===== src/fftrp_pkg.sv =====
`timescale 1ns / 1ps

package fftrp_pkg;

  // Field widths of the job and result transactions.
  localparam int unsigned CPU_W = 16;
  localparam int unsigned MEM_W = 16;
  localparam int unsigned TAG_W = 10;
  localparam int unsigned CNT_W = 7;

  // Configuration port layout.
  localparam int unsigned CFG_ADDR_W = 2;
  localparam int unsigned CFG_DATA_W = 16;

  localparam logic [CFG_ADDR_W-1:0] REG_CPU_CAP   = 2'd0;
  localparam logic [CFG_ADDR_W-1:0] REG_MEM_CAP   = 2'd1;
  localparam logic [CFG_ADDR_W-1:0] REG_SRV_COUNT = 2'd2;

  // Default number of server cells.
  localparam int unsigned MAX_SERVERS_DEFAULT = 64;

  // Stream widths: tdata padded up to whole bytes.
  localparam int unsigned IN_DATA_W  = 48;
  localparam int unsigned OUT_DATA_W = 24;

  // Job payload that travels down the chain of server cells.
  typedef struct packed {
    logic             start;
    logic [CPU_W-1:0] cpu;
    logic [MEM_W-1:0] mem;
    logic [TAG_W-1:0] tag;
  } job_t;

endpackage


===== src/fftrp_cell.sv =====
`timescale 1ns / 1ps

module fftrp_cell #(
  parameter int unsigned IDX = 0,
  parameter int unsigned SW  = 7
) (
  input  logic                      clk,
  input  logic                      rst_n,
  input  logic                      adv,
  input  logic [fftrp_pkg::CPU_W-1:0] cpu_cap,
  input  logic [fftrp_pkg::MEM_W-1:0] mem_cap,
  input  logic [fftrp_pkg::CNT_W-1:0] server_count,
  input  logic                      in_valid,
  input  fftrp_pkg::job_t           in_job,
  input  logic                      in_placed,
  input  logic [SW-1:0]             in_server,
  output logic                      out_valid,
  output fftrp_pkg::job_t           out_job,
  output logic                      out_placed,
  output logic [SW-1:0]             out_server
);
  import fftrp_pkg::*;

  localparam int unsigned CMPW = (SW > CNT_W) ? SW : CNT_W;
  localparam logic [CMPW-1:0] IDX_C = CMPW'(IDX);
  localparam logic [SW-1:0]   NUM_C = SW'(IDX + 1);

  logic [CPU_W-1:0] cpu_left_r, cpu_left_nxt, cpu_base;
  logic [MEM_W-1:0] mem_left_r, mem_left_nxt, mem_base;
  logic             valid_r;
  job_t             job_r;
  logic             placed_r;
  logic [SW-1:0]    server_r;
  logic             active;
  logic             fit;

  // Fit test against this server, after a reload when the job opens a new set.
  always_comb begin
    active       = CMPW'(server_count) > IDX_C;
    cpu_base     = in_job.start ? cpu_cap : cpu_left_r;
    mem_base     = in_job.start ? mem_cap : mem_left_r;
    fit          = active && !in_placed &&
                   (cpu_base >= in_job.cpu) && (mem_base >= in_job.mem);
    cpu_left_nxt = fit ? cpu_base - in_job.cpu : cpu_base;
    mem_left_nxt = fit ? mem_base - in_job.mem : mem_base;
  end

  // Remaining resources of this server and the token valid bit.
  always_ff @(posedge clk) begin
    if (!rst_n) begin
      cpu_left_r <= '0;
      mem_left_r <= '0;
      valid_r    <= 1'b0;
    end else if (adv) begin
      valid_r <= in_valid;
      if (in_valid) begin
        cpu_left_r <= cpu_left_nxt;
        mem_left_r <= mem_left_nxt;
      end
    end
  end

  // Job token handed to the next cell.
  always_ff @(posedge clk) begin
    if (adv) begin
      job_r    <= in_job;
      placed_r <= in_placed | fit;
      server_r <= fit ? NUM_C : in_server;
    end
  end

  assign out_valid  = valid_r;
  assign out_job    = job_r;
  assign out_placed = placed_r;
  assign out_server = server_r;

endmodule


===== config.mk =====
export PLATFORM = sky130hd
export DESIGN_NAME = fftrp_cell
export DESIGN_NICKNAME = d
export VERILOG_FILES = /design/src/fftrp_pkg.sv /design/src/fftrp_cell.sv
export SDC_FILE = /design/constraint.sdc
export NUM_CORES = 1
export LEC_CHECK = 0
export BUFFER_PORTS_ARGS = -buffer_cell sky130_fd_sc_hd__buf_2
export CAP_MARGIN = 15
export CORE_ASPECT_RATIO = 0.9
export CORE_MARGIN = 2
export CORE_UTILIZATION = 45
export DETAILED_ROUTE_END_ITERATION = 16
export MAX_ROUTING_LAYER = met4
export PLACE_DENSITY = 0.68
export SETUP_SLACK_MARGIN = 0.5
export SLEW_MARGIN = 15
export SYNTH_ARGS = -nofsm -noshare
export SYNTH_HDL_FRONTEND = slang
export SYNTH_SLANG_ARGS = --single-unit

===== constraint.sdc =====
create_clock -name clk -period 4.85 [get_ports clk]
set_clock_uncertainty 0.2 [all_clocks]
set_input_delay 0.97 -clock clk [delete_from_list [all_inputs] [get_ports clk]]
set_output_delay 0.97 -clock clk [all_outputs]
set_load 0.01 [all_outputs]

Word level (Yosys, flattened, before mapping). Cells that the tools add are included. W data, S select, Z words.

Register bits after elaboration: 84. Bits of input ports: 94. Output and inout bits: 52. Logic and storage cells: 24.

Add/sub/neg operators: 2. Magnitude comparators: 3. Muxes and demuxes: 4. Bitwise logic cells: 1. Reduce and logical (&&, ||, !) cells: 5.

Operators with widths (count): $mux W16 (4); $ge A16 B16 Y1 (2); $sub A16 B16 Y16 (2); $gt A7 B1 Y1 const B (1); $logic_and A1 B1 Y1 (3); $reduce_and A2 Y1 (1); $logic_not A1 Y1 (1); $or A1 B1 Y1 (1).

Depth between registers and ports, before layout.
Depth after elaboration: 5. Gate-level depth with buffers: 15. Mapped depth without buffers: 11.

Worst setup path after synthesis. OpenSTA, ideal clock, no wires.

Path kind: input-to-reg. Start: input port in_job[42] in the netlist's numbering. End: register cpu_left_r[12]. Setup time: 0.133 ns. Arrival: 3.835 ns. Data required time: 4.517 ns. Path slack: 0.683 ns. Stages on the path: 13. Path buffers: 4. Cell sequence: clkbuf_1 -> clkbuf_1 -> mux2_2 -> ha_1 -> nor2b_1 -> o31a_1 -> o41ai_4 -> a21oi_1 -> o211ai_2 -> buf_6 -> buf_12 -> mux2i_1 -> a21oi_1.

Word-level cells in the longest chain between the ends: 5. Elaborated cells between the ends (all ways): 8. Classes of those cells: add/sub: 1; order compare: 2; mux: 3; reduce/logical: 2.

Ends and longest elaborated chain: start: declaration (line fftrp_cell.sv:14) `input fftrp_pkg::job_t in_job,`; $mux W16 (line fftrp_cell.sv:40) `cpu_base = in_job.start ? cpu_cap : cpu_left_r;`; $ge A16 B16 Y1 (line fftrp_cell.sv:43) `(cpu_base >= in_job.cpu) && (mem_base >= in_job.mem);`; $logic_and A1 B1 Y1 (line fftrp_cell.sv:42) `fit = active && !in_placed &&`; $logic_and A1 B1 Y1 (line fftrp_cell.sv:43); $mux W16 * (line fftrp_cell.sv:44) `cpu_left_nxt = fit ? cpu_base - in_job.cpu : cpu_base;`; end signal: assignment (line fftrp_cell.sv:57) `cpu_left_r <= cpu_left_nxt;`; end: declaration (line fftrp_cell.sv:28) `logic [CPU_W-1:0] cpu_left_r, cpu_left_nxt, cpu_base;`.

Every way passes the cells marked *; elsewhere a longest branch is shown, timed or not. A chain may end at the register's enable or synchronous reset.

Worst setup path after layout.
Start: input port in_job[42] in the netlist's numbering. End: register mem_left_r[3].

Word-level cells in the longest chain between the ends: 5. Elaborated cells between the ends (all ways): 8. Classes of those cells: add/sub: 1; order compare: 2; mux: 3; reduce/logical: 2.

Ends and longest elaborated chain: $mux W16 (line fftrp_cell.sv:40); $ge A16 B16 Y1 (line fftrp_cell.sv:43); $logic_and A1 B1 Y1 (line fftrp_cell.sv:42); $logic_and A1 B1 Y1 (line fftrp_cell.sv:43); $mux W16 * (line fftrp_cell.sv:45) `mem_left_nxt = fit ? mem_base - in_job.mem : mem_base;`; end signal: assignment (line fftrp_cell.sv:58) `mem_left_r <= mem_left_nxt;`; end: declaration (line fftrp_cell.sv:29) `logic [MEM_W-1:0] mem_left_r, mem_left_nxt, mem_base;`.

Marked as above.

==> results.sh <==
export IMPL_outcome="finished, final reports clean"
export IMPL_vdd_ir_drop_max_v=0.000185
export IMPL_crit_fanout=25
export IMPL_leakagePower_nw=2.90
export IMPL_slew_headroom=0.541
export IMPL_rsz0062_at_grt="no"
export IMPL_wire_per_inst_um=15.7
export IMPL_hold_viol_final=0
export IMPL_cts_tree="yes"
export IMPL_root_buffer="clkbuf_16"
export IMPL_track_usage=0.216
export IMPL_fillers=988
export IMPL_grt_overflow=0
export IMPL_postRouteAntennaNets=0
export IMPL_cts_max_path_buffers=2
export IMPL_synthArstFlopShare=0
export IMPL_htree_levels=3
export IMPL_initial_core_util=0.467
export IMPL_place_congestion=0.878
export IMPL_startpoint_type="input pin"
export IMPL_syn_inst=503
export IMPL_worstHoldPathType="reg -> reg"
export IMPL_synth_edf_count=51
export IMPL_fin_hold_ws_ns=0.265
export IMPL_period_share=0.834
export IMPL_cts_made_buffers=9
export IMPL_report_final_slew_viol_count=0
export IMPL_antenna_found_initial=0
export IMPL_dr_pass1_iters=5
export IMPL_critPathRequiredTime_ns=4.86
export IMPL_fp_coreArea_um2=10900
export IMPL_hpwl_mm=9.30
export IMPL_syn_nets=631
export IMPL_yosys_cell_types_count=53
export IMPL_antennaDiodeCount=0
export IMPL_synth_seq_cells=84
export IMPL_post_cts_resized=0
export IMPL_area_growth_pct=22.0
export IMPL_fin_setup_tns_ns=0
export IMPL_synth_area_leaders="edfxtp_1 30%, dfxtp_1 13%, ha_1 7.8%"
export IMPL_synth_most_common_cell="edfxtp_1"
export IMPL_avgSynthCellArea_um2=10.2
export IMPL_ys_dominant_reg_cell="edfxtp_1"
export IMPL_arrival_ns=4.06
export IMPL_drt_iter0_markers=180
export IMPL_grt_start_max_net_pins=54
export IMPL_max_cap_viol_count=0
export IMPL_postCtsSetupBuffers=0
export IMPL_fin_crit_ns=4.05
export IMPL_synth_common_cells="51 x edfxtp_1, 44 x o21ai_0, 41 x a21oi_1, 38 x inv_1, 33 x dfxtp_1"
export IMPL_ys_warn_count=0
export IMPL_via_per_inst=5.36
export IMPL_die_w_um=116
export IMPL_dieHeight_um=105
export IMPL_path_clk_slew_ns=0.06
export IMPL_num_vias=4271
export IMPL_worst_slew_pin_slew_ns=0.680
export IMPL_grt_pass1_vias=4151
export IMPL_crit_path_end_kind="flip-flop"
export IMPL_worstSetupPathType="in -> reg"
export IMPL_setup_viol=0
export IMPL_numPortBuffers=145
export IMPL_dieArea_um2=12200
export IMPL_holdBufCountCts=0
export IMPL_rows=36
export IMPL_finalNetCount=768
export IMPL_syn_area_um2=5120
export IMPL_wirelength_mm=12.5
export IMPL_power_density_nw_per_um2=309
export IMPL_clk_latency_ns=0.35
export IMPL_drcViolationCount=0
export IMPL_grt_pass1_wl_mm=20.0
export IMPL_synth_top_cell_area_share=0.299
export IMPL_clock_sinks=84
export IMPL_boundaryPins=146
export IMPL_yosysTopAreaCell="edfxtp_1"
export IMPL_synth_seq_area_share=0.428
export IMPL_fmax_mhz=247
export IMPL_drive_gt1_frac=0.315
[report_power, final]
| part | switching (mW) | total (mW) | internal, mW |
|---|---|---|---|
| Sequential | 0.0136 | 0.823 | 0.809 |
| Clock | 0.294 | 0.642 | 0.348 |
| Combinational | 0.259 | 0.464 | 0.205 |
[state kept, by name (all words and copies together), names as in the netlist]
| name | flops |
|---|---|
| out_valid | 1 |
| out_server | 7 |
| mem_left_r | 16 |
| cpu_left_r | 16 |
| out_placed | 1 |
| out_job | 43 |
[worst paths after layout]
kind	from	end	slack, ns	depth (start not counted)
worst min register to register	cpu_left_r[11]	cpu_left_r[11]	0.27	2
worst min-delay path	cpu_left_r[11]	cpu_left_r[11]	0.27	2
worst max register to register	cpu_left_r[2]	mem_left_r[3]	1.67	10
worst max-delay path	in_job[42]	mem_left_r[3]	0.80	14
[through the flow]
stage	setup slack, ns	std cells	util	power (mW)	cell area (um2)
floorplan	0.683	503	-	1.15	5120
global placement	0.527	781	0.545	1.28	5960
detailed placement	0.456	781	0.545	1.30	5960
CTS	0.822	797	0.570	1.95	6240
global route	0.506	797	0.570	2.03	6240
finish	0.804	797	0.570	1.93	6240
[critical path: stages]
cell,delay [ns]
buf_2,0.37
buf_4,0.35
mux2i_1,0.27
ha_1,0.21
inv_1,0.06
fa_1,0.41
nand3_1,0.15
a31oi_1,0.10
o21ai_0,0.18
o211ai_1,0.19
o211ai_4,0.13
buf_4,0.34
mux2i_1,0.23
a21oi_1,0.08
[final cells by class]
class	instances	area (um2)	share of cell area
repair buffers	152	778	0.125
clock inverters	7	50.0	0.00802
multi-input cells	355	2660	0.427
flip-flops and latches	84	2190	0.351
inverters	38	143	0.0229
clock buffers	9	225	0.0361
well taps	152	190	0.0305
[metal layers]
metal | vias up | global-route usage | part of all wire
met1 | 1969 | 0.276 | 0.46
met3 | 18 | 0.0499 | 0.063
met4 | 0 | 0.0706 | 0.015
li1 | 2137 | - | -
met5 | - | - | 0
met2 | 147 | 0.338 | 0.46
[placed cells by master (no fill, tap or decap), drive strengths merged, types with 5 or more instances in the layout]
cell type  synthesis  routed
buf                6     152
edfxtp            51      51
o21ai             44      44
a21oi             41      41
inv               38      40
dfxtp             33      33
ha                32      32
mux2              30      30
mux2i             26      26
nor2              21      21
nand2             20      20
o21a              12      12
xnor2             11      11
nand3              9       9
clkbuf            20       9
nand4              8       8
and2               8       8
xor2               8       8
nor2b              8       8
nand2b             7       7
a211oi             6       6
a31oi              6       6
o31ai              6       6
nor3               5       5
a21o               5       5
[cell families (layout without fill, tap and decap cells)]
family / Yosys count / in the layout / share of synthesized area
compound gates: 148 / 148 / 0.185
xor+xnor: 19 / 19 / 0.0325
fa+ha+maj: 34 / 34 / 0.0861
buf+inv: 64 / 206 / 0.0531
flops: 84 / 84 / 0.428
mux: 56 / 56 / 0.117
simple gates: 98 / 98 / 0.0976
No activity file was read; power rests on OpenSTA's default activity.
